### src/design/mfhp_pkg.sv
package mfhp_pkg;

	localparam logic [31:0] SYNC_MASK  = 32'hffe0_0000;
	localparam logic [31:0] MATCH_MASK = 32'hfffe_0c00;

	// version and layer codes of the header
	localparam logic [1:0] VER_25  = 2'd0;
	localparam logic [1:0] VER_RSV = 2'd1;
	localparam logic [1:0] VER_2   = 2'd2;
	localparam logic [1:0] VER_1   = 2'd3;
	localparam logic [1:0] LAY_RSV = 2'd0;
	localparam logic [1:0] LAY_3   = 2'd1;
	localparam logic [1:0] LAY_2   = 2'd2;
	localparam logic [1:0] LAY_1   = 2'd3;

	localparam logic [3:0] BRI_FREE = 4'd0;
	localparam logic [3:0] BRI_BAD  = 4'd15;
	localparam logic [1:0] SRI_RSV  = 2'd3;
	localparam logic [1:0] MODE_MONO = 2'd3;

	localparam logic [10:0] SPF_L1   = 11'd384;
	localparam logic [10:0] SPF_HALF = 11'd576;
	localparam logic [10:0] SPF_FULL = 11'd1152;

	// frame length numerator and reciprocal of 147 for the 44.1 kHz family
	localparam int          NUM_W       = 20;
	localparam int          RECIP_W     = 19;
	localparam int          PROD_W      = NUM_W + RECIP_W;
	localparam int          RECIP_SHIFT = 26;
	localparam int          QUO_W       = PROD_W - RECIP_SHIFT;
	localparam logic [RECIP_W-1:0] RECIP_147 = 19'd456523;

	localparam int QUEUE_DEPTH = 2;
	localparam int PTR_W       = $clog2(QUEUE_DEPTH);
	localparam int CNT_W       = $clog2(QUEUE_DEPTH + 1);

	localparam logic [15:0] RATE_BASE [4] = '{16'd44100, 16'd48000, 16'd32000, 16'd0};

	localparam logic [8:0] KBPS_L1_V1 [16] = '{9'd0, 9'd32, 9'd64, 9'd96, 9'd128, 9'd160,
		9'd192, 9'd224, 9'd256, 9'd288, 9'd320, 9'd352, 9'd384, 9'd416, 9'd448, 9'd0};
	localparam logic [8:0] KBPS_L1_V2 [16] = '{9'd0, 9'd32, 9'd48, 9'd56, 9'd64, 9'd80,
		9'd96, 9'd112, 9'd128, 9'd144, 9'd160, 9'd176, 9'd192, 9'd224, 9'd256, 9'd0};
	localparam logic [8:0] KBPS_L2_V1 [16] = '{9'd0, 9'd32, 9'd48, 9'd56, 9'd64, 9'd80,
		9'd96, 9'd112, 9'd128, 9'd160, 9'd192, 9'd224, 9'd256, 9'd320, 9'd384, 9'd0};
	localparam logic [8:0] KBPS_L3_V1 [16] = '{9'd0, 9'd32, 9'd40, 9'd48, 9'd56, 9'd64,
		9'd80, 9'd96, 9'd112, 9'd128, 9'd160, 9'd192, 9'd224, 9'd256, 9'd320, 9'd0};
	localparam logic [8:0] KBPS_L23_V2 [16] = '{9'd0, 9'd8, 9'd16, 9'd24, 9'd32, 9'd40,
		9'd48, 9'd56, 9'd64, 9'd80, 9'd96, 9'd112, 9'd128, 9'd144, 9'd160, 9'd0};

	typedef enum logic [2:0] {
		TAB_L1_V1,
		TAB_L1_V2,
		TAB_L2_V1,
		TAB_L3_V1,
		TAB_L23_V2
	} kbps_tab_t;

	function automatic logic [8:0] kbps_lookup(kbps_tab_t tab, logic [3:0] bri);
		logic [8:0] k;
		unique case (tab)
			TAB_L1_V1:  k = KBPS_L1_V1[bri];
			TAB_L1_V2:  k = KBPS_L1_V2[bri];
			TAB_L2_V1:  k = KBPS_L2_V1[bri];
			TAB_L3_V1:  k = KBPS_L3_V1[bri];
			TAB_L23_V2: k = KBPS_L23_V2[bri];
			default:    k = '0;
		endcase
		return k;
	endfunction

	// classified header, as it waits in the queue
	typedef struct packed {
		logic              valid;
		logic              match;
		logic [NUM_W-1:0]  numer;
		logic              recip;
		logic [1:0]        shr;
		logic              pad;
		logic              quad;
		logic [15:0]       rate;
		logic [1:0]        chans;
		logic [8:0]        kbps;
		logic [10:0]       samples;
	} hdr_item_t;

	// result, header_valid in the lowest bit
	typedef struct packed {
		logic [10:0] samples_per_frame;
		logic [8:0]  bitrate_kbps;
		logic [1:0]  channel_count;
		logic [15:0] sample_rate_hz;
		logic [11:0] frame_bytes;
		logic        matches_reference;
		logic        header_valid;
	} result_t;

endpackage

### src/design/mfhp_front.sv
module mfhp_front import mfhp_pkg::*; (
	input  logic [31:0] header_word,
	input  logic [31:0] reference_header,
	output hdr_item_t   item
);

	logic [1:0]       ver;
	logic [1:0]       lay;
	logic [3:0]       bri;
	logic [1:0]       sri;
	logic             legal;
	logic [1:0]       vshift;
	logic             is_l1;
	logic             is_half;
	kbps_tab_t        tab;
	logic [8:0]       kbps;
	logic [8:0]       mul_a;
	logic             recip_sel;
	logic [1:0]       shr_sel;
	logic [NUM_W-1:0] prod_a;

	assign ver = header_word[20:19];
	assign lay = header_word[18:17];
	assign bri = header_word[15:12];
	assign sri = header_word[11:10];

	assign legal = ((header_word & SYNC_MASK) == SYNC_MASK) && (ver != VER_RSV) &&
		(lay != LAY_RSV) && (bri != BRI_FREE) && (bri != BRI_BAD) && (sri != SRI_RSV);

	assign is_l1   = (lay == LAY_1);
	assign is_half = (lay == LAY_3) && (ver != VER_1);

	always_comb begin
		unique case (ver)
			VER_1:   vshift = 2'd0;
			VER_2:   vshift = 2'd1;
			default: vshift = 2'd2;
		endcase
		if (is_l1) begin
			tab = (ver == VER_1) ? TAB_L1_V1 : TAB_L1_V2;
		end else if (ver == VER_1) begin
			tab = (lay == LAY_2) ? TAB_L2_V1 : TAB_L3_V1;
		end else begin
			tab = TAB_L23_V2;
		end
	end

	assign kbps = kbps_lookup(tab, bri);

	// frame bytes = mul_a * kbps * 2^vshift / divisor, divisor 147 or a power of two
	always_comb begin
		recip_sel = 1'b0;
		shr_sel   = 2'd0;
		mul_a     = 9'd0;
		unique case (sri)
			2'd0: begin
				recip_sel = 1'b1;
				mul_a     = is_l1 ? 9'd40 : (is_half ? 9'd240 : 9'd480);
			end
			2'd1: begin
				mul_a   = is_l1 ? 9'd1 : 9'd3;
				shr_sel = is_l1 ? 2'd2 : (is_half ? 2'd1 : 2'd0);
			end
			2'd2: begin
				mul_a   = is_l1 ? 9'd3 : 9'd9;
				shr_sel = is_l1 ? 2'd3 : (is_half ? 2'd2 : 2'd1);
			end
			default: begin
				mul_a = 9'd0;
			end
		endcase
	end

	assign prod_a = NUM_W'(mul_a) * NUM_W'(kbps);

	always_comb begin
		item.match = (reference_header == 32'd0) ||
			((header_word & MATCH_MASK) == (reference_header & MATCH_MASK));
		item.valid = legal;
		item.recip = recip_sel;
		item.shr   = shr_sel;
		if (legal) begin
			item.numer   = prod_a << vshift;
			item.pad     = header_word[9];
			item.quad    = is_l1;
			item.rate    = RATE_BASE[sri] >> vshift;
			item.chans   = (header_word[7:6] == MODE_MONO) ? 2'd1 : 2'd2;
			item.kbps    = kbps;
			item.samples = is_l1 ? SPF_L1 : (is_half ? SPF_HALF : SPF_FULL);
		end else begin
			item.numer   = '0;
			item.pad     = 1'b0;
			item.quad    = 1'b0;
			item.rate    = '0;
			item.chans   = '0;
			item.kbps    = '0;
			item.samples = SPF_FULL;
		end
	end

endmodule

### src/design/mfhp_queue.sv
module mfhp_queue import mfhp_pkg::*; (
	input  logic      clk,
	input  logic      arst_n,
	input  logic      push_valid,
	output logic      push_ready,
	input  hdr_item_t push_item,
	output logic      pop_valid,
	input  logic      pop_ready,
	output hdr_item_t pop_item
);

	hdr_item_t        mem_q [QUEUE_DEPTH];
	logic [PTR_W-1:0] wr_ptr_q;
	logic [PTR_W-1:0] rd_ptr_q;
	logic [CNT_W-1:0] count_q;
	logic             push;
	logic             pop;

	assign push_ready = (count_q != CNT_W'(QUEUE_DEPTH));
	assign pop_valid  = (count_q != '0);
	assign pop_item   = mem_q[rd_ptr_q];
	assign push       = push_valid && push_ready;
	assign pop        = pop_valid && pop_ready;

	always_ff @(posedge clk or negedge arst_n) begin
		if (!arst_n) begin
			wr_ptr_q <= '0;
			rd_ptr_q <= '0;
			count_q  <= '0;
		end else begin
			if (push) wr_ptr_q <= wr_ptr_q + 1'b1;
			if (pop) rd_ptr_q <= rd_ptr_q + 1'b1;
			if (push && !pop) begin
				count_q <= count_q + 1'b1;
			end else if (pop && !push) begin
				count_q <= count_q - 1'b1;
			end
		end
	end

	always_ff @(posedge clk) begin
		if (push) mem_q[wr_ptr_q] <= push_item;
	end

endmodule

### src/design/mfhp_back.sv
module mfhp_back import mfhp_pkg::*; (
	input  logic      clk,
	input  logic      arst_n,
	input  logic      in_valid,
	output logic      in_ready,
	input  hdr_item_t in_item,
	output logic      out_valid,
	input  logic      out_ready,
	output result_t   out_result
);

	logic              valid_s1;
	hdr_item_t         item_s1;
	logic [PROD_W-1:0] prod_s1;
	logic              valid_s2;
	result_t           result_s2;
	logic              adv_s1;
	logic              adv_s2;
	logic [QUO_W-1:0]  quo;
	logic [11:0]       slots;
	logic [11:0]       bytes;

	assign adv_s2   = !valid_s2 || out_ready;
	assign adv_s1   = !valid_s1 || adv_s2;
	assign in_ready = adv_s1;

	// quotient: reciprocal product for 147, plain shift otherwise
	always_comb begin
		logic [NUM_W-1:0] shifted;
		shifted = item_s1.numer >> item_s1.shr;
		quo     = item_s1.recip ? prod_s1[PROD_W-1:RECIP_SHIFT] : shifted[QUO_W-1:0];
		slots   = 12'(quo) + 12'(item_s1.pad);
		bytes   = item_s1.quad ? {slots[9:0], 2'b00} : slots;
	end

	always_ff @(posedge clk or negedge arst_n) begin
		if (!arst_n) begin
			valid_s1 <= 1'b0;
			valid_s2 <= 1'b0;
		end else begin
			if (adv_s1) valid_s1 <= in_valid;
			if (adv_s2) valid_s2 <= valid_s1;
		end
	end

	always_ff @(posedge clk) begin
		if (adv_s1 && in_valid) begin
			item_s1 <= in_item;
			prod_s1 <= PROD_W'(in_item.numer) * PROD_W'(RECIP_147);
		end
		if (adv_s2 && valid_s1) begin
			result_s2.header_valid      <= item_s1.valid;
			result_s2.matches_reference <= item_s1.match;
			result_s2.frame_bytes       <= item_s1.valid ? bytes : 12'd0;
			result_s2.sample_rate_hz    <= item_s1.rate;
			result_s2.channel_count     <= item_s1.chans;
			result_s2.bitrate_kbps      <= item_s1.kbps;
			result_s2.samples_per_frame <= item_s1.samples;
		end
	end

	assign out_valid  = valid_s2;
	assign out_result = result_s2;

endmodule

### src/design/mp3_frame_header_parser.sv
// MPEG audio frame header decoder.
// Input stream: s_tdata carries one 32-bit candidate header, first stream byte
// in bits 31:24. Each transfer yields exactly one result on the output stream.
// Output stream: m_tdata carries validity, reference match, frame length,
// sample rate, channel count, bitrate and samples per frame.
// Configuration: cfg_data writes the reference header; cfg_ready is always high.
// Write it only while no header is in flight. Zero matches every header.
// Throughput: one header per cycle while m_tready is high. A classifier feeds
// a two-entry queue, then a two-stage back end (reciprocal multiply, then frame
// length). A header passes the queue, back-end stage one and the output register.
// When m_tready is low the output stage holds; the back end and the queue
// fill, and s_tready drops once the queue holds two headers.
// Reset: clears the queue, the pipeline valid bits and the reference header.
module mp3_frame_header_parser import mfhp_pkg::*; (
	input  logic        clk,
	input  logic        arst_n,
	input  logic        cfg_valid,
	output logic        cfg_ready,
	input  logic [31:0] cfg_data,   // reference_header
	input  logic        s_tvalid,
	output logic        s_tready,
	input  logic [31:0] s_tdata,    // header_word
	output logic        m_tvalid,
	input  logic        m_tready,
	// header_valid[0], matches_reference[1], frame_bytes[13:2], sample_rate_hz[29:14],
	// channel_count[31:30], bitrate_kbps[40:32], samples_per_frame[51:41], zeros above
	output logic [55:0] m_tdata
);

	logic [31:0] ref_q;
	hdr_item_t   front_item;
	logic        q_valid;
	logic        q_ready;
	hdr_item_t   q_item;
	result_t     result;

	assign cfg_ready = 1'b1;

	always_ff @(posedge clk or negedge arst_n) begin
		if (!arst_n) begin
			ref_q <= '0;
		end else if (cfg_valid && cfg_ready) begin
			ref_q <= cfg_data;
		end
	end

	mfhp_front u_front (
		.header_word      (s_tdata),
		.reference_header (ref_q),
		.item             (front_item)
	);

	mfhp_queue u_queue (
		.clk        (clk),
		.arst_n     (arst_n),
		.push_valid (s_tvalid),
		.push_ready (s_tready),
		.push_item  (front_item),
		.pop_valid  (q_valid),
		.pop_ready  (q_ready),
		.pop_item   (q_item)
	);

	mfhp_back u_back (
		.clk        (clk),
		.arst_n     (arst_n),
		.in_valid   (q_valid),
		.in_ready   (q_ready),
		.in_item    (q_item),
		.out_valid  (m_tvalid),
		.out_ready  (m_tready),
		.out_result (result)
	);

	assign m_tdata = {4'b0000, result};

	// a transfer in always leaves something to pop
	assert property (@(posedge clk) disable iff (!arst_n)
		s_tvalid && s_tready |=> q_valid)
		else $error("queue empty after input transfer");

	// a full queue means the back end has work waiting
	assert property (@(posedge clk) disable iff (!arst_n)
		!s_tready |-> q_valid)
		else $error("input stalled with empty queue");

	// invalid headers carry zeros and the default frame size
	assert property (@(posedge clk) disable iff (!arst_n)
		m_tvalid && !result.header_valid |->
			result.frame_bytes == 12'd0 && result.bitrate_kbps == 9'd0 &&
			result.channel_count == 2'd0 && result.samples_per_frame == SPF_FULL)
		else $error("invalid header with nonzero fields");

	// a legal header always has a nonzero length and channel count
	assert property (@(posedge clk) disable iff (!arst_n)
		m_tvalid && result.header_valid |->
			result.frame_bytes != 12'd0 && result.channel_count != 2'd0)
		else $error("legal header with empty fields");

endmodule

### config.mk
export PLATFORM = sky130hd
export DESIGN_NAME = mp3_frame_header_parser
export DESIGN_NICKNAME = d
export VERILOG_FILES = /design/src/design/mfhp_pkg.sv /design/src/design/mfhp_front.sv /design/src/design/mfhp_queue.sv /design/src/design/mfhp_back.sv /design/src/design/mp3_frame_header_parser.sv
export SDC_FILE = /design/constraint.sdc
export NUM_CORES = 1
export LEC_CHECK = 0
export ABC_AREA = 1
export BUFFER_PORTS_ARGS = -buffer_cell sky130_fd_sc_hd__buf_2
export CORE_MARGIN = 2
export CORE_UTILIZATION = 55
export DETAILED_ROUTE_END_ITERATION = 10
export PLACE_DENSITY = 0.82
export SYNTH_ARGS = -nofsm -noshare
export SYNTH_HDL_FRONTEND = slang
export SYNTH_HIERARCHICAL = 1
export SYNTH_SLANG_ARGS = --single-unit
### constraint.sdc
create_clock -name clk -period 12.3 [get_ports clk]
set_input_delay 1.845 -clock clk [delete_from_list [all_inputs] [get_ports clk]]
set_output_delay 1.845 -clock clk [all_outputs]
set_load 0.1 [all_outputs]
==> out/qor.csv, run 1 <==
stage,metric,value,unit
finish,ff_latch_area,8580,µm²
clock_tree,root_buffer,clkbuf_16,
synthesis,yosys.area.top_type,edfxtp_1,
grt,grt_pass1_vias,16400,
synthesis,synthXorXnorAreaFrac,0.0131,
setup_path,crit_required,12640,ps
synthesis,synth_warnings,6,
setup_path,cp_cell_sequence,inv_2 > buf_4 > nand2_1 > nand2_1 > inv_1 > fa_1 > fa_1 > inv_1 > fa_1 > fa_1 > fa_1 > inv_1 > fa_1 > inv_1 > ha_1 > a21oi_1 > a21boi_0 > o21ai_0 > a21oi_1 > o21ai_0 > nand2_1 > nand2_1,
grt,grt_pass1_wl,81.7,mm
setup_path,r2r_setup_slack,5310,ps
grt,antenna_found_initial,1,
setup_path,cpMostUsedCell,fa_1,
sta,setup_tns,0,ps
synthesis,yosysTopAreaCellShare,0.336,
synthesis,syn_area_per_cell,9.55,µm²
sta,max_slew_margin,0.266,
sta,fmax,143,MHz
drt,wl,50.0,mm
synthesis,ys_types,51,
finish,n_fill_cell,3243,
die,dieArea,42900,µm²
setup_path,critical_path_arrival,7330,ps
drt,drt-initial-drc-count,1364,
drt,drtPass1Iterations,5,
grt,overflow,0,
finish,fin_nets,2967,
drt,routedWlPerCell,16.4,µm
synthesis,syn_area,22700,µm²
finish,multi_input_area,11900,µm²
clock_tree,cts_tree,yes,
sta,clock_skew,23.8,ps
sta,final-max-slew-violation-count,0,
finish,fin_util,0.604,
sta,finalHoldViolations,0,
synthesis,synth_area_leaders,"edfxtp_1, fa_1, ha_1",
setup_path,worstSetupPathType,flop to flop,
die,dieHeight,207,µm
synthesis,synth.most_common_cell,nand2_1,
die,core_area,40700,µm²
synthesis,ys_seq_area_frac,0.378,
synthesis,synth.area.mux_share,0,
die,core.rowCount,74,
synthesis,synth_top_family_by_area,adder cells,
placed_design,port_buffers,114,
synthesis,ys_ff_latch,292,
drt,route.detailed.drc,0,
synthesis,yosys.area_share.adder,0.296,
clock_tree,hold_buffers,0,
sta,period_share,0.569,
sta,worst_pin_slew,1100,ps
drt,num_vias,16100,
synthesis,yosys.area_share.simple,0.174,
clock_tree,htree_levels,1,
sta,setup_violations,0,
setup_path,path_max_fanout,61,
clock_tree,postCtsSetupRepairBufs,0,
placed_design,gp_congestion,0.915,
setup_path,path_depth,22,
setup_path,slowest_stage,fa_1,
worst_hold_path,hold_depth,0,
finish,drive_gt1_frac,0.0989,
clock_tree,cts.sinks,292,
worst_hold_path,hold_start,u_back/item_s1[20]$_DFFE_PP_,
synthesis,synthArstFlopShare,0.130,
grt,grt_max_degree,73,
clock_tree,worstSkewPairLatency,590,ps
die,start_util,0.557,
sta,rsz0062_at_grt,false,
synthesis,synth_cells,2375,
setup_path,r2r_cells,22,
clock_tree,path_clk_slew,60,ps
setup_path,worst_r2r_startpoint,u_queue/rd_ptr_q$_DFFE_PN0P_,
synthesis,synth_edf_count,254,
clock_tree,cts_buffer_depth,3,
outcome,status,finished clean,
drt,viasPerCell,5.28,
die,die_x,207,µm
grt,grt_usage,0.236,
synthesis,synthFlopType,edfxtp_1,
synthesis,synth_compound_area_frac,0.0382,
setup_path,crit_buf_inv,6,
clock_tree,cts_buffers,30,
clock_tree,cts_resized,0,
setup_path,max_stage_delay,590,ps
die,io_pins,128,
placed_design,hpwl,38.7,mm
finish,diodes,0,
flow_run,maxCapViolations,0,
drt,antenna_left,0,
finish,syn_to_final_growth,8.47,%
sta,period_minus_slack,6990,ps
setup_path,critPathLaunchType,flop,
setup_path,cp-end-kind,flop,
synthesis,ys_top_cells_by_count,"nand2_1, inv_1, edfxtp_1, ha_1, fa_1",
setup_path,critPathTopFamily,adder cells,
setup_path,startpoint,u_queue/rd_ptr_q$_DFFE_PN0P_,
worst_hold_path,hp-class,flop to flop,
-- path summary, 6_finish.rpt --
kind,endpoint
worst max-delay path,u_back/prod_s1[32]$_DFFE_PP_
max in group asynchronous,u_queue/rd_ptr_q$_DFFE_PN0P_
min in group asynchronous,ref_q[2]$_DFFE_PN0P_
worst min register to register,u_back/out_result[30]$_DFFE_PP_
worst min-delay path,u_back/out_result[30]$_DFFE_PP_
worst max register to register,u_back/prod_s1[32]$_DFFE_PP_
-- area by class of cell --
cell class	count	area share
multi-input cells	1551	0.484
well taps	532	0.0271
clock buffers	36	0.0314
inverters	489	0.0750
flip-flops and latches	292	0.349
repair buffers	121	0.0253
clock inverters	19	0.00839
-- metal layers --
layer | wire (µm) | GRT usage
met1 | 20400 | 0.310
met2 | 23700 | 0.385
met3 | 4210 | 0.0555
met4 | 1670 | 0.0813
met5 | 11 | 0
-- stage by stage --
stage | worst slack [ps] | instances | hold WS [ps] | cell area [µm²]
6_report | 5310 | 3040 | 406 | 24600
5_1_grt | 4910 | 3040 | 416 | 24600
4_1_cts | 5320 | 3040 | 400 | 24600
3_5_place_dp | 5300 | 2985 | 405 | 23600
3_3_place_gp | 5370 | 2985 | 404 | 23600
2_1_floorplan | 6400 | 2391 | 400 | 22700
-- cell usage in the layout (no fill, tap or decap), types with 7 or more instances in the layout --
master and n:
ha_1 208, nand3_1 101, nor2_2 9, buf_2 114, clkbuf_16 30, o21ai_1 14
nor2_1 124, nand2_1 598, xnor2_1 19, nor3_1 26, xor2_1 15, o21ai_0 36
nand2_2 28, nor4_1 11, a21oi_1 60, conb_1 19, dfrtp_1 37, inv_2 16
nand4_1 13, buf_4 7, edfxtp_1 254, o22ai_1 10, fa_1 205, inv_1 470
nor2_4 7
-- registers in the layout (all words and copies together), names as in the netlist, 2 cells and up --
| name | flops |
|---|---|
| u_queue/mem_q | 130 |
| u_back/item_s1 | 60 |
| ref_q | 32 |
| u_back/out_result | 52 |
| u_back/prod_s1 | 12 |
| u_queue/count_q | 2 |
-- cell families after synthesis --
| logic type | after synthesis |
|---|---|
| and+or+nand+nor | 935 |
| buffers and inverters | 548 |
| adders and majority gates | 413 |
| DFF | 292 |
| AOI/OAI and AO/OA | 150 |
| xor gates and xnor gates | 34 |
| other | 3 |
-- worst register-to-register path, stage by stage (launching register included) --
cell,delay (ps)
dfrtp_2,400
inv_2,110
buf_4,550
nand2_1,190
nand2_1,350
inv_1,300
fa_1,530
fa_1,500
inv_1,60
fa_1,550
fa_1,530
fa_1,550
inv_1,60
fa_1,590
inv_1,60
ha_1,320
a21oi_1,190
a21boi_0,390
o21ai_0,130
a21oi_1,190
o21ai_0,110
nand2_1,60
nand2_1,50
Power of run 1 is not shown: default switching activity piles up to over one toggle a cycle in this logic, so the estimate is an artifact.
==> run 2, diff against run 1 <==
clock period = 7.3 ns   (was 12.3 ns; I/O delays follow)
==> out/qor.csv, run 2 (same netlist as run 1, synthesis figures left out) <==
stage,metric,value,unit,change
drt,routedWlPerCell,16.5,µm,+0.55%
finish,diodes,0,,unchanged
die,start_util,0.557,,unchanged
clock_tree,path_clk_slew,70,ps,about the same
drt,drtPass1Iterations,8,,+3
clock_tree,cts_buffers,30,,unchanged
setup_path,crit_required,7640,ps,-5000 ps
outcome,status,finished clean,,
sta,max_slew_margin,0.302,,+0.0358
drt,antenna_left,0,,unchanged
setup_path,cp-end-kind,flop,,
placed_design,port_buffers,114,,unchanged
placed_design,placed_cell_area,23700,µm²,+0.32%
drt,route.detailed.drc,0,,unchanged
clock_tree,htree_levels,1,,unchanged
finish,drive_gt1_frac,0.103,,+0.00454
clock_tree,postCtsSetupRepairBufs,0,,unchanged
sta,period_share,0.882,,+0.313
sta,final-max-slew-violation-count,0,,unchanged
grt,antenna_found_initial,1,,unchanged
clock_tree,root_buffer,clkbuf_16,,
grt,grt_max_degree,73,,unchanged
grt,grt_usage,0.237,,+0.00108
placed_design,gp_congestion,0.931,,+1.8%
drt,wl,50.3,mm,+0.75%
finish,final_area,24600,µm²,+0.11%
finish,syn_to_final_growth,8.58,%,
drt,viasPerCell,5.31,,+0.56%
setup_path,critPathLaunchType,flop,,
die,io_pins,128,,unchanged
finish,final_cell_mix,"nand2_1, inv_1, edfxtp_1, ha_1, fa_1",,
sta,period_minus_slack,6440,ps,-555 ps
grt,overflow,0,,unchanged
setup_path,critical_path_arrival,6770,ps,-560 ps
sta,setup_violations,0,,unchanged
clock_tree,cts_tree,yes,,
grt,grt_pass1_vias,16100,,-1.6%
placed_design,hpwl,39.2,mm,+1.2%
drt,drt-initial-drc-count,1312,,-3.8%
drt,num_vias,16200,,+0.75%
setup_path,worstSetupPathType,flop to flop,,
finish,fin_nets,2977,,+0.34%
die,dieArea,42900,µm²,unchanged
finish,final_common_cell,nand2_1,,
finish,regMostFlops,u_queue/mem_q,,
flow_run,maxCapViolations,0,,unchanged
finish,largest_reg_flops,130,,unchanged
sta,worst_pin_slew,1050,ps,-53.7 ps
die,dieHeight,207,µm,unchanged
sta,fmax,155,MHz,+8.6%
clock_tree,cts.sinks,292,,unchanged
grt,grt_pass1_wl,81.9,mm,+0.19%
clock_tree,worstSkewPairLatency,590,ps,about the same
sta,setup_tns,0,ps,unchanged
clock_tree,cts_buffer_depth,3,,unchanged
worst_hold_path,hp-class,flop to flop,,
sta,rsz0062_at_grt,false,,
die,core.rowCount,74,,unchanged
sta,clock_skew,21.7,ps,-2.12 ps
clock_tree,cts_resized,0,,unchanged
die,die_x,207,µm,unchanged
clock_tree,hold_buffers,0,,unchanged
die,core_area,40700,µm²,unchanged
sta,finalHoldViolations,0,,unchanged
setup_path,path_max_fanout,20,,-67%
==> run 2: cell types whose count changed in the layout (fill, tap and decap cells not counted) <==
cell | before | now
clkinv_1 | 6 | 3
clkbuf_1 | 6 | 3
inv_6 | 2 | 1
inv_8 | 1 | 2
buf_4 | 7 | 17
bufinv_16 | 3 | 1
clkinv_4 | 2 | 3
clkinvlp_4 | 1 | 4
==> run 2: critical path, stage by stage, from the launching register on <==
cell and delay [ps]:
dfrtp_2 500, inv_2 230, buf_4 260, nand2_1 70, nand2_1 290, ha_1 430
inv_1 90, fa_1 550, inv_1 60, fa_1 530, fa_1 540, fa_1 540
inv_1 60, fa_1 580, inv_1 50, ha_1 320, a21oi_1 190, a21boi_0 380
o21ai_0 130, a21oi_1 180, o21ai_0 110, nand2_1 60, nand2_1 50
==> run 2: metal layers <==
| layer | vias up | wire length [µm] | track usage | part of all wire |
|---|---|---|---|---|
| met5 | - | 13 | 0 | 0.00026 |
| met4 | 2 | 1790 | 0.0810 | 0.035 |
| met3 | 109 | 3640 | 0.0406 | 0.072 |
| met2 | 627 | 24200 | 0.390 | 0.48 |
| met1 | 7754 | 20700 | 0.319 | 0.41 |
| li1 | 7684 | - | - | - |
==> run 2: worst paths after layout <==
| check | depth (start not counted) | startpoint | slack [ps] | endpoint |
|---|---|---|---|---|
| max | 22 | u_queue/rd_ptr_q$_DFFE_PN0P_ | 860 | u_back/prod_s1[32]$_DFFE_PP_ |
| min | 0 | u_back/item_s1[20]$_DFFE_PP_ | 410 | u_back/out_result[30]$_DFFE_PP_ |
| max reg2reg | 22 | u_queue/rd_ptr_q$_DFFE_PN0P_ | 860 | u_back/prod_s1[32]$_DFFE_PP_ |
| min reg2reg | 0 | u_back/item_s1[20]$_DFFE_PP_ | 410 | u_back/out_result[30]$_DFFE_PP_ |
| max in group asynchronous | 1 | arst_n | 6100 | u_queue/rd_ptr_q$_DFFE_PN0P_ |
| min in group asynchronous | 1 | arst_n | 620 | ref_q[4]$_DFFE_PN0P_ |
==> run 2: area by class of cell <==
| cell class | instances | area [µm²] |
|---|---|---|
| clock inverter | 18 | 169 |
| tap | 532 | 666 |
| multi-input combinational | 1551 | 11900 |
| fill | 3292 | 16100 |
| inverter | 489 | 1850 |
| sequential | 292 | 8580 |
| clock buffer | 33 | 762 |
| timing repair buffer | 131 | 698 |
==> run 2: through the flow <==
step / hold slack [ps] / util / cells / setup WS [ps]
floorplan: 400 / - / 2391 / 1730
global placement: 403 / 0.582 / 2995 / 913
detailed placement: 405 / 0.582 / 2995 / 855
CTS: 418 / 0.605 / 3046 / 841
global route: 421 / 0.605 / 3046 / 392
finish: 413 / 0.605 / 3046 / 862
Power of run 2 is left out for the same reason.
